<file path="src/design/hrclf_pkg.sv">
// ----------------------------------------------------------------------------
// hrclf_pkg
// Shared types and constants of the content-length response framer.
// ----------------------------------------------------------------------------
package hrclf_pkg;

	localparam int DataW    = 8;
	localparam int LenW     = 31;
	localparam int CntW     = 16;
	localparam int StatusW  = 3;
	localparam int OutDataW = 56;

	localparam logic [CntW-1:0] MaxHdrReset = 16'd8192;
	localparam logic [CntW-1:0] MinHeader   = 16'd10;
	localparam logic [CntW-1:0] CntSat      = 16'hFFFF;
	localparam logic [LenW-1:0] LenLimit    = 31'h7FFF_FFFF;
	localparam logic [3:0]      KeyLen      = 4'd15;

	localparam logic [DataW-1:0] ChCr       = 8'h0D;
	localparam logic [DataW-1:0] ChLf       = 8'h0A;
	localparam logic [DataW-1:0] ChSp       = 8'h20;
	localparam logic [DataW-1:0] ChZero     = 8'h30;
	localparam logic [DataW-1:0] ChNine     = 8'h39;
	localparam logic [DataW-1:0] ChKeyFirst = 8'h43;

	typedef enum logic [StatusW-1:0] {
		ST_WAIT      = 3'd0,
		ST_HDR_DONE  = 3'd1,
		ST_COMPLETE  = 3'd2,
		ST_TOO_BIG   = 3'd3,
		ST_TOO_SMALL = 3'd4,
		ST_NO_LEN    = 3'd5,
		ST_BAD_LEN   = 3'd6
	} hrclf_status_t;

	typedef struct packed {
		hrclf_status_t   status;
		logic [LenW-1:0] content_length;
		logic [CntW-1:0] header_bytes;
	} hrclf_result_t;

	// "Content-Length:" one character per index
	function automatic logic [DataW-1:0] key_char(input logic [3:0] idx);
		logic [DataW-1:0] c;
		unique case (idx)
			4'd0:    c = 8'h43;
			4'd1:    c = 8'h6F;
			4'd2:    c = 8'h6E;
			4'd3:    c = 8'h74;
			4'd4:    c = 8'h65;
			4'd5:    c = 8'h6E;
			4'd6:    c = 8'h74;
			4'd7:    c = 8'h2D;
			4'd8:    c = 8'h4C;
			4'd9:    c = 8'h65;
			4'd10:   c = 8'h6E;
			4'd11:   c = 8'h67;
			4'd12:   c = 8'h74;
			4'd13:   c = 8'h68;
			4'd14:   c = 8'h3A;
			default: c = 8'h00;
		endcase
		return c;
	endfunction

endpackage

</file>
<file path="src/design/hrclf_parse.sv">
// ----------------------------------------------------------------------------
// hrclf_parse
// Per-byte message state and result logic; state advances on each step.
// ----------------------------------------------------------------------------
module hrclf_parse (
	input  logic                           clk,
	input  logic                           arst_n,
	input  logic                           step_en,
	input  logic [hrclf_pkg::DataW-1:0]    data_byte,
	input  logic [hrclf_pkg::CntW-1:0]     max_header_bytes,
	output hrclf_pkg::hrclf_result_t       result
);

	typedef enum logic [1:0] {
		PH_SKIP,
		PH_HEADER,
		PH_BODY
	} phase_t;

	typedef enum logic [2:0] {
		VP_SEARCH,
		VP_COLON,
		VP_SPACE,
		VP_DIGITS,
		VP_WANT_LF,
		VP_DONE
	} vphase_t;

	phase_t                         phase_q, phase_n;
	vphase_t                        vphase_q, vphase_n;
	logic [hrclf_pkg::CntW-1:0]     hdr_cnt_q, hdr_cnt_n;
	logic [1:0]                     term_q, term_n;
	logic [3:0]                     key_q, key_n;
	logic [hrclf_pkg::LenW-1:0]     len_q, len_n;
	logic                           bad_q, bad_n;
	logic [hrclf_pkg::LenW-1:0]     remain_q, remain_n;
	logic [hrclf_pkg::LenW+3:0]     prod;
	logic                           term_done;
	logic                           clear_msg;
	hrclf_pkg::hrclf_result_t       res;

	always_comb begin
		phase_n   = phase_q;
		vphase_n  = vphase_q;
		hdr_cnt_n = hdr_cnt_q;
		term_n    = term_q;
		key_n     = key_q;
		len_n     = len_q;
		bad_n     = bad_q;
		remain_n  = remain_q;
		term_done = 1'b0;
		clear_msg = 1'b0;
		prod      = ({4'b0, len_q} << 3) + ({4'b0, len_q} << 1)
			+ {27'b0, data_byte - hrclf_pkg::ChZero};
		res.status         = hrclf_pkg::ST_WAIT;
		res.content_length = '0;
		res.header_bytes   = '0;

		if (phase_q == PH_SKIP &&
				(data_byte == hrclf_pkg::ChCr || data_byte == hrclf_pkg::ChLf)) begin
			// leading line break dropped
		end else if (phase_q == PH_BODY) begin
			res.content_length = len_q;
			res.header_bytes   = hdr_cnt_q;
			remain_n = (remain_q != '0) ? remain_q - 1'b1 : remain_q;
			if (remain_n == '0) begin
				res.status = hrclf_pkg::ST_COMPLETE;
				clear_msg  = 1'b1;
			end
		end else begin
			phase_n = PH_HEADER;

			// value parse
			unique case (vphase_q) inside
				VP_SEARCH: begin
					if (key_q < hrclf_pkg::KeyLen &&
							data_byte == hrclf_pkg::key_char(key_q)) begin
						if (key_q + 4'd1 == hrclf_pkg::KeyLen) begin
							vphase_n = VP_COLON;
							key_n    = '0;
						end else begin
							key_n = key_q + 4'd1;
						end
					end else begin
						key_n = (data_byte == hrclf_pkg::ChKeyFirst) ? 4'd1 : 4'd0;
					end
				end
				VP_DONE: begin
				end
				VP_WANT_LF: begin
					if (data_byte != hrclf_pkg::ChLf)
						bad_n = 1'b1;
					vphase_n = VP_DONE;
				end
				VP_COLON, VP_SPACE, VP_DIGITS: begin
					if (vphase_q == VP_COLON && data_byte == hrclf_pkg::ChSp) begin
						vphase_n = VP_SPACE;
					end else if (data_byte >= hrclf_pkg::ChZero &&
							data_byte <= hrclf_pkg::ChNine) begin
						len_n    = (|prod[hrclf_pkg::LenW+3:hrclf_pkg::LenW]) ?
							hrclf_pkg::LenLimit : prod[hrclf_pkg::LenW-1:0];
						vphase_n = VP_DIGITS;
					end else if (data_byte == hrclf_pkg::ChCr) begin
						vphase_n = VP_WANT_LF;
					end else begin
						bad_n    = 1'b1;
						vphase_n = VP_DONE;
					end
				end
				default: begin
				end
			endcase

			// blank line search
			if (data_byte == hrclf_pkg::ChCr) begin
				term_n = (term_q == 2'd2) ? 2'd3 : 2'd1;
			end else if (data_byte == hrclf_pkg::ChLf && (term_q == 2'd1 || term_q == 2'd3)) begin
				if (term_q == 2'd3) begin
					term_done = 1'b1;
					term_n    = 2'd0;
				end else begin
					term_n = 2'd2;
				end
			end else begin
				term_n = 2'd0;
			end

			hdr_cnt_n = (hdr_cnt_q != hrclf_pkg::CntSat) ? hdr_cnt_q + 1'b1 : hdr_cnt_q;
			res.header_bytes = hdr_cnt_n;

			if (term_done) begin
				if (hdr_cnt_n < hrclf_pkg::MinHeader) begin
					res.status = hrclf_pkg::ST_TOO_SMALL;
				end else if (vphase_n == VP_SEARCH) begin
					res.status = hrclf_pkg::ST_NO_LEN;
				end else if (bad_n || vphase_n != VP_DONE || len_n == hrclf_pkg::LenLimit) begin
					res.status = hrclf_pkg::ST_BAD_LEN;
				end else begin
					res.content_length = len_n;
					if (len_n == '0) begin
						res.status = hrclf_pkg::ST_COMPLETE;
					end else begin
						res.status = hrclf_pkg::ST_HDR_DONE;
						phase_n    = PH_BODY;
						remain_n   = len_n;
					end
				end
				clear_msg = (res.status != hrclf_pkg::ST_HDR_DONE);
			end else if (hdr_cnt_n >= max_header_bytes) begin
				res.status = hrclf_pkg::ST_TOO_BIG;
				clear_msg  = 1'b1;
			end
		end

		if (clear_msg) begin
			phase_n   = PH_SKIP;
			vphase_n  = VP_SEARCH;
			hdr_cnt_n = '0;
			term_n    = '0;
			key_n     = '0;
			len_n     = '0;
			bad_n     = 1'b0;
			remain_n  = '0;
		end
	end

	always_ff @(posedge clk or negedge arst_n) begin
		if (!arst_n) begin
			phase_q   <= PH_SKIP;
			vphase_q  <= VP_SEARCH;
			hdr_cnt_q <= '0;
			term_q    <= '0;
			key_q     <= '0;
			len_q     <= '0;
			bad_q     <= 1'b0;
			remain_q  <= '0;
		end else if (step_en) begin
			phase_q   <= phase_n;
			vphase_q  <= vphase_n;
			hdr_cnt_q <= hdr_cnt_n;
			term_q    <= term_n;
			key_q     <= key_n;
			len_q     <= len_n;
			bad_q     <= bad_n;
			remain_q  <= remain_n;
		end
	end

	assign result = res;

endmodule

</file>
<file path="src/design/http_response_content_length_framer.sv">
// ----------------------------------------------------------------------------
// http_response_content_length_framer
// Frames a response byte stream by its header and content-length body.
// ----------------------------------------------------------------------------
// One byte is taken per clock cycle while the result side accepts, and each
// byte gives exactly one result transfer: the byte sits in an input
// register, the parse step runs between it and the result register, and the
// result register holds a finished result while the next byte is already
// taken. Sustained rate is one byte per cycle while the result side accepts.
// Status codes: 0 wait, 1 header done, 2 message complete, 3 too big,
// 4 too small, 5 no length, 6 bad length; a new message starts after any
// status other than 0 and 1.
module http_response_content_length_framer (
	input  logic                            clk,
	input  logic                            arst_n,
	input  logic                            s_axis_tvalid,
	output logic                            s_axis_tready,
	input  logic [7:0]                      s_axis_tdata,   // data_byte
	output logic                            m_axis_tvalid,
	input  logic                            m_axis_tready,
	output logic [hrclf_pkg::OutDataW-1:0]  m_axis_tdata,   // status, content_length, header_bytes, zero pad
	input  logic                            cfg_wr_en,
	input  logic [hrclf_pkg::CntW-1:0]      cfg_wr_data     // max_header_bytes
);

	logic                           in_valid_s1;
	logic [hrclf_pkg::DataW-1:0]    in_data_s1;
	logic                           out_valid_q;
	logic [hrclf_pkg::OutDataW-1:0] out_data_q;
	logic [hrclf_pkg::CntW-1:0]     max_hdr_q;
	logic                           advance;
	logic                           step_en;
	hrclf_pkg::hrclf_result_t       result;

	assign advance       = !out_valid_q || m_axis_tready;
	assign step_en       = in_valid_s1 && advance;
	assign s_axis_tready = !in_valid_s1 || advance;

	always_ff @(posedge clk or negedge arst_n) begin
		if (!arst_n) begin
			max_hdr_q <= hrclf_pkg::MaxHdrReset;
		end else if (cfg_wr_en) begin
			max_hdr_q <= cfg_wr_data;
		end
	end

	always_ff @(posedge clk or negedge arst_n) begin
		if (!arst_n) begin
			in_valid_s1 <= 1'b0;
		end else if (s_axis_tready) begin
			in_valid_s1 <= s_axis_tvalid;
		end
	end

	always_ff @(posedge clk) begin
		if (s_axis_tvalid && s_axis_tready)
			in_data_s1 <= s_axis_tdata;
	end

	hrclf_parse u_parse (
		.clk              (clk),
		.arst_n           (arst_n),
		.step_en          (step_en),
		.data_byte        (in_data_s1),
		.max_header_bytes (max_hdr_q),
		.result           (result)
	);

	always_ff @(posedge clk or negedge arst_n) begin
		if (!arst_n) begin
			out_valid_q <= 1'b0;
		end else if (advance) begin
			out_valid_q <= in_valid_s1;
		end
	end

	always_ff @(posedge clk) begin
		if (step_en)
			out_data_q <= {6'b0, result.header_bytes, result.content_length, result.status};
	end

	assign m_axis_tvalid = out_valid_q;
	assign m_axis_tdata  = out_data_q;

endmodule

</file>
<file path="config.mk">
export PLATFORM = sky130hd
export DESIGN_NAME = http_response_content_length_framer
export DESIGN_NICKNAME = d
export VERILOG_FILES = /design/src/design/hrclf_pkg.sv /design/src/design/hrclf_parse.sv /design/src/design/http_response_content_length_framer.sv
export SDC_FILE = /design/constraint.sdc
export NUM_CORES = 1
export LEC_CHECK = 0
export ABC_AREA = 1
export BUFFER_PORTS_ARGS = -buffer_cell sky130_fd_sc_hd__buf_2
export CORE_MARGIN = 2
export CORE_UTILIZATION = 45
export DETAILED_ROUTE_END_ITERATION = 8
export GPL_TIMING_DRIVEN = 0
export PLACE_DENSITY = 0.62
export SYNTH_ARGS = -nofsm -noshare
export SYNTH_HDL_FRONTEND = slang
export SYNTH_SLANG_ARGS = --single-unit
</file>
<file path="constraint.sdc">
create_clock -name clk -period 9.95 [get_ports clk]
set_input_delay 0.4975 -clock clk [delete_from_list [all_inputs] [get_ports clk]]
set_output_delay 0.4975 -clock clk [all_outputs]
set_load 0.005 [all_outputs]
</file>
==> metrics.md, run 1 <==
| Metric | Value |
|---|---|
| Min cycle time layout | `5460 ps` |
| Router iterations before antenna repair | `8` |
| H-tree Lvls | `4` |
| Status | `complete, no violations` |
| Layout area overhead | `11.7%` |
| Number of cells on the critical path | `30` |
| Hold slack | `216 ps` |
| Grt total ovfl | `0` |
| Final setup fails | `0` |
| Clk Latency, worst-skew pair | `460 ps` |
| Drt total wl | `41,600 um` |
| R2r setup slk | `4490 ps` |
| Reg2reg start | `in_data_s1[4]$_DFFE_PP_` |
| CTS tree | `yes` |
| Largest net degree at the start of global routing | `89` |
| WL/cell | `16.8 um` |
| DR DRC count | `0` |
| Commonest cells after routing, fill and taps aside | `nand2_1, inv_1, nor2_1` |
| Int Pwr | `1.39 mW` |
| GR Util All Layers | `27.3%` |
| Final nets | `2,189` |
| DIE WIDTH | `177 um` |
| Storage cell area | `4450 sq um` |
| Final slew viol count | `0` |
| # port buffers | `80` |
| Clk slew on worst S/H paths | `70 ps` |
| Fillers | `3,036` |
| Post-DRT Antenna Nets | `0` |
| Ys Warns | `0` |
| Mapped Cells | `1,964` |
| Post-synth EDFFs | `58` |
| Fmax | `0.183 GHz` |
| Switching Share | `38.7%` |
| Initial antenna violation count | `0` |
| Cell mode on critical path | `nand2_1` |
| Worst R2R End | `u_parse.remain_q[18]$_DFFE_PN0P_` |
| Initial DRC Count | `1,137` |
| PwrDens | `152 nW/um^2` |
| Ys flop type | `dfrtp_1` |
| CTS Root Cell | `clkbuf_16` |
| Detail Placement HPWL | `33,700 um` |
| Final Cycle Share | `54.8%` |
| Worst Skew | `16.0 ps` |
| Comb power frac | `34.1%` |
| Sequential cell area fraction in the yosys report | `33.2%` |
| Die area | `31,200 sq um` |
| Slowest-stage cell, CP | `nor3_1` |
| Chip height | `177 um` |
| Clock share of power | `29.3%` |
| Max Cap Viol | `0` |
| Setup TNS | `0 ps` |
| Row Count | `63` |
| Hold WC Path Type | `input pin to flop` |
| Placer congestion estimate | `0.938` |
| Initial Util | `45.5%` |
| Via density | `5.31` |
| CP top delay family | `simple AND/OR/NAND/NOR gates` |
| TritonCTS buffer count | `17` |
| Unrepaired setup endpoints after global routing | `false` |
| Slew Limit Headroom | `44.9%` |
| Slew @ Worst Pin | `823 ps` |
| Syn_area_per_cell | `6.82 sq um` |
| Total number of vias | `13.1k` |
| WP buf/inv | `6` |
| Post-synth cell types | `51` |
| Crit path DAT | `5790 ps` |
| Switching pwr | `0.879 mW` |
| Pleak | `8.25 nW` |
| Area of the multi-input gates | `7610 sq um` |
| Reg power frac | `36.6%` |
| Worst Setup End Kind | `flop` |
| Sink Count | `166` |
| Seq cells post-synth | `166` |
| Commonest non-fill, non-tap cell in the layout | `nand2_1` |
| Crit path launch type | `flop` |
| CP max stage delay | `680 ps` |
| Netlist Area Pre-Place | `13,400 sq um` |
| Maximum vdd drop | `0.000129 V` |
| Worst Path Required | `10,290 ps` |
| Vias in the first global route | `12.4k` |
| Layout cell share with drive strength beyond 1 | `10.4%` |
| Antenna cell count | `0` |
| Boundary Pins | `87` |
| Setup crit start | `in_data_s1[4]$_DFFE_PP_` |
| CORE AREA | `29,500 sq um` |
| Largest buffer count on any clock path | `2` |
| Worst Setup Path Type | `flop to flop` |
| Setup Buffers After CTS | `0` |
| CP max FO | `10` |
| Fin. Hold Viols | `0` |
| First-pass GRT wire length | `66,500 um` |
| FFs w/ async S/R, synth | `65.1%` |
| R2R depth | `30` |
| Critical path endpoint | `u_parse.remain_q[18]$_DFFE_PN0P_` |
==> synth_stat cells (all sizes together), types with 2 or more instances <==
cell type	number	share of area, %
nand2	653	18
inv	262	7.3
nor2	172	5.3
nand3	140	5.4
dfrtp	107	20
o21ai	99	3.7
a21oi	94	3.5
ha	83	7.8
nand4	61	2.9
edfxtp	58	13
buf	39	1.9
xor2	38	2.5
clkbuf	30	0.84
nor3	30	1.2
xnor2	25	1.6
nor4	14	0.65
or2	13	0.61
a21boi	10	0.64
o22ai	7	0.33
fa	6	0.90
nand3b	3	0.17
o21bai	3	0.17
a21o	2	0.11
clkinv	2	0.056
nor3b	2	0.11
o21a	2	0.11
==> per-layer routing <==
metal / routed length (um) / track usage (%)
met2: 19400 / 45.0
met3: 2360 / 3.66
met4: 1070 / 9.30
met1: 18800 / 37.0
met5: 0 / 0
==> power by group through the flow <==
stage,clock network (mW),logic (mW),registers (mW)
after CTS,0.680,0.774,0.831
after global placement,0,0.758,0.845
final,0.666,0.775,0.832
after floorplan,0,0.532,0.834
after detailed placement,0,0.772,0.845
after global routing,0.705,0.868,0.838
==> metrics by stage <==
step	total power, mW	cell area (sq um)	worst slack (ps)	util (%)	instances
2_1_floorplan	1.37	13400	5860	-	1969
3_3_place_gp	1.60	14300	4540	48.5	2439
3_5_place_dp	1.62	14400	4530	48.7	2441
4_1_cts	2.29	15000	4510	50.8	2474
5_1_grt	2.41	15000	4060	50.8	2474
6_report	2.27	15000	4490	50.8	2474
==> worst reg2reg max path: cells and delay by family (launching register included) <==
family	cells	cell delay [ps]
buffers and inverters	6	650
adder cells (fa/ha/maj)	3	1100
AO/OA/AOI/OAI	1	190
flip-flops	1	450
AND/OR/NAND/NOR	20	2970
==> layout make-up <==
class,instances,share of cell area [%]
well taps,390,3.26
inverters,264,6.62
plain buffers,69,2.49
repair buffers,83,3.10
clock buffers,18,3.01
multi-input cells,1470,50.8
clock inverters,14,0.986
flip-flops and latches,166,29.7
==> kinds of logic after synthesis <==
logic type	count (synthesis)	share of synthesized area, %
simple gates	1089	34.8
flops	166	33.2
compound gates	222	8.92
mux	1	0.0840
fa+ha+maj	89	8.65
buf+inv	333	10.2
other cells	1	0.0280
xor+xnor	63	4.12
==> sequential cells by signal, indices dropped and copies added (netlist names) <==
name,cells
in_data_s1,8
in_valid_s1,1
m_axis_tdata,50
m_axis_tvalid,1
max_hdr_q,16
u_parse.bad_q,1
u_parse.hdr_cnt_q,16
u_parse.key_q,4
u_parse.len_q,31
u_parse.phase_q,2
u_parse.remain_q,31
u_parse.term_q,2
u_parse.vphase_q,3
==> what timing repair did <==
action / 4_1_cts / 5_1_grt
hold buffers: 1 / 0
resized for setup: 0 / 0
endpoints found under the setup margin: 0 / 0
hold endpoints to repair: 19 / 0
==> worst min-delay path by stage <==
stage / start / endpoint / depth (start not counted)
after floorplan: arst_n / in_valid_s1$_DFFE_PN0N_ / 0
after global placement: u_parse.bad_q$_DFFE_PN0P_ / u_parse.bad_q$_DFFE_PN0P_ / 2
after detailed placement: arst_n / max_hdr_q[1]$_DFFE_PN0P_ / 1
after CTS: s_axis_tdata[5] / in_data_s1[5]$_DFFE_PP_ / 1
after global routing: s_axis_tdata[3] / in_data_s1[3]$_DFFE_PP_ / 1
final: s_axis_tdata[5] / in_data_s1[5]$_DFFE_PP_ / 1
Note: power is estimated with default switching activity, not from simulation.
==> run 2: changes to the inputs <==
- clock period: 9.95 -> 5.6 ns (I/O delays scaled with it)
==> metrics.md, run 2 (synthesized netlist as in run 1, its figures left out) <==
| Metric | Value |
|---|---|
| CP max stage delay | `470 ps (-210 ps)` |
| Comb power frac | `34.2% (about the same)` |
| Die area | `31,200 sq um (unchanged)` |
| Commonest cells after routing, fill and taps aside | `nand2_1, inv_1, nor2_1` |
| R2R depth | `31 (+3.3%)` |
| Hold_sp | `cfg_wr_data[9]` |
| CP max FO | `10 (unchanged)` |
| Worst Setup End Kind | `flop` |
| Setup TNS | `0 ps (unchanged)` |
| First-pass GRT wire length | `66,600 um (+0.19%)` |
| Pleak | `8.28 nW (+0.41%)` |
| Slew Limit Headroom | `44.7% (-0.19 points)` |
| Setup Buffers After CTS | `0 (unchanged)` |
| Row Count | `63 (unchanged)` |
| Largest buffer count on any clock path | `2 (unchanged)` |
| CTS tree | `yes` |
| Sink of the worst hold path | `max_hdr_q[9]$_DFFE_PN0P_` |
| Drt total wl | `41,700 um (+0.26%)` |
| Clock share of power | `29.3% (about the same)` |
| Placer congestion estimate | `0.938 (unchanged)` |
| Post-DRT Antenna Nets | `0 (unchanged)` |
| Max Cap Viol | `0 (unchanged)` |
| Worst Path Required | `5980 ps (-4310 ps)` |
| Grt total ovfl | `0 (unchanged)` |
| Final nets | `2,197 (+0.37%)` |
| Router iterations before antenna repair | `6 (-2)` |
| Via density | `5.31 (about the same)` |
| Setup ws final | `423 ps (-4070 ps)` |
| Worst Setup Path Type | `flop to flop` |
| Fillers | `3,028 (-0.26%)` |
| GR Util All Layers | `27.4% (+0.046 points)` |
| Final setup fails | `0 (unchanged)` |
| Switching pwr | `1.57 mW (+79%)` |
| Slew @ Worst Pin | `826 ps (+2.82 ps)` |
| Boundary Pins | `87 (unchanged)` |
| Hold-critical path depth | `3 (+2)` |
| Vias in the first global route | `12.5k (+0.31%)` |
| Reg2reg start | `in_data_s1[4]$_DFFE_PP_` |
| Initial DRC Count | `1,144 (+0.62%)` |
| Layout cell share with drive strength beyond 1 | `10.5% (+0.056 points)` |
| Max reg flops | `50 (unchanged)` |
| WL/cell | `16.8 um (about the same)` |
| Chip height | `177 um (unchanged)` |
| Commonest non-fill, non-tap cell in the layout | `nand2_1` |
| Total number of vias | `13.2k (+0.32%)` |
| Crit path launch type | `flop` |
| R2r setup slk | `420 ps (-4070 ps)` |
| Switching Share | `38.7% (+0.089 points)` |
| Final instance area | `15,100 sq um (+0.59%)` |
| Worst R2R End | `u_parse.remain_q[3]$_DFFE_PN0P_` |
| Post-DP Area | `14,400 sq um (unchanged)` |
| Fin. Hold Viols | `0 (unchanged)` |
| PwrDens | `269 nW/um^2 (+77%)` |
| Int Pwr | `2.48 mW (+78%)` |
| Initial Util | `45.5% (unchanged)` |
| Largest net degree at the start of global routing | `89 (unchanged)` |
| Hold WC Path Type | `input pin to flop` |
| Antenna cell count | `0 (unchanged)` |
| TritonCTS buffer count | `17 (unchanged)` |
| DR DRC count | `0 (unchanged)` |
| # port buffers | `80 (unchanged)` |
| Fmax | `0.193 GHz (+5.4%)` |
| Maximum vdd drop | `0.000230 V (+77%)` |
| Layout area overhead | `12.4%` |
| Slowest-stage cell, CP | `fa_1` |
| Initial antenna violation count | `0 (unchanged)` |
| Sink Count | `166 (unchanged)` |
| CORE AREA | `29,500 sq um (unchanged)` |
| Final Cycle Share | `92.5% (+38 points)` |
| H-tree Lvls | `4 (unchanged)` |
| Reg power frac | `36.5% (about the same)` |
| Cell mode on critical path | `nand2_1` |
| Unrepaired setup endpoints after global routing | `false` |
| Detail Placement HPWL | `33,700 um (unchanged)` |
| DIE WIDTH | `177 um (unchanged)` |
| Status | `complete, no violations` |
| Final Util | `51.1% (+0.30 points)` |
| Total Power | `4.05 mW (+78%)` |
| Worst Skew | `16.1 ps (+0.0622 ps)` |
| Clk slew on worst S/H paths | `80 ps (about the same)` |
| Min cycle time layout | `5180 ps (-280 ps)` |
| Crit path DAT | `5560 ps (-230 ps)` |
| Pre-CTS WS | `183 ps (-4350 ps)` |
| CTS Root Cell | `clkbuf_16` |
| Clk Latency, worst-skew pair | `460 ps (about the same)` |
| Final slew viol count | `0 (unchanged)` |
[run 2: how the worst max path moves through the flow]
stage | start | end | slack, ps
3_5_place_dp | in_data_s1[4]$_DFFE_PP_ | u_parse.remain_q[18]$_DFFE_PN0P_ | 180
4_1_cts | in_data_s1[4]$_DFFE_PP_ | u_parse.remain_q[18]$_DFFE_PN0P_ | 160
6_report | in_data_s1[4]$_DFFE_PP_ | u_parse.remain_q[3]$_DFFE_PN0P_ | 420
5_1_grt | in_data_s1[4]$_DFFE_PP_ | u_parse.remain_q[0]$_DFFE_PN0P_ | 7
2_1_floorplan | in_data_s1[4]$_DFFE_PP_ | u_parse.remain_q[16]$_DFFE_PN0P_ | 1510
3_3_place_gp | in_data_s1[4]$_DFFE_PP_ | u_parse.remain_q[17]$_DFFE_PN0P_ | 190
[run 2: critical path: cells and delay by family (launching register included)]
kind	cells	cell delay, ps
compound gates	1	190
fa+ha+maj	3	1100
buf+inv	6	700
flops	1	450
simple gates	21	2660
[run 2: what timing repair did]
item / in CTS / in global routing
resized for setup: 0 / 2
endpoints found under the hold margin: 28 / 0
setup endpoints to repair: 0 / 91
hold buffers: 9 / 0
[run 2: final cells by class]
type / instances / area (sq um) / share of cell area, %
clock buffers: 18 / 450 / 2.99
flip-flops and latches: 166 / 4450 / 29.5
multi-input cells: 1470 / 7620 / 50.6
clock inverters: 14 / 148 / 0.981
well taps: 390 / 488 / 3.24
inverters: 264 / 991 / 6.58
repair buffers: 91 / 544 / 3.61
plain buffers: 69 / 373 / 2.48
[run 2: routing by layer]
layer,up-vias,GRT usage [%],part of all wire [%]
met5,-,0,0
met1,6147,37.0,46
met3,65,3.66,5.0
met2,407,45.1,47
met4,0,9.30,2.7
li1,6554,-,-
[run 2: power by group through the flow]
stage	clock network (mW)	logic, mW	registers [mW]
global route	1.25	1.55	1.49
global placement	0	1.35	1.50
finish	1.19	1.39	1.48
CTS	1.21	1.38	1.48
detailed placement	0	1.37	1.50
floorplan	0	0.945	1.48
[run 2: per-stage QoR]
stage	cells	hold WS, ps
floorplan	1969	-15.6
global placement	2439	457
detailed placement	2441	142
CTS	2482	8.67
global route	2482	27.9
finish	2482	25.7
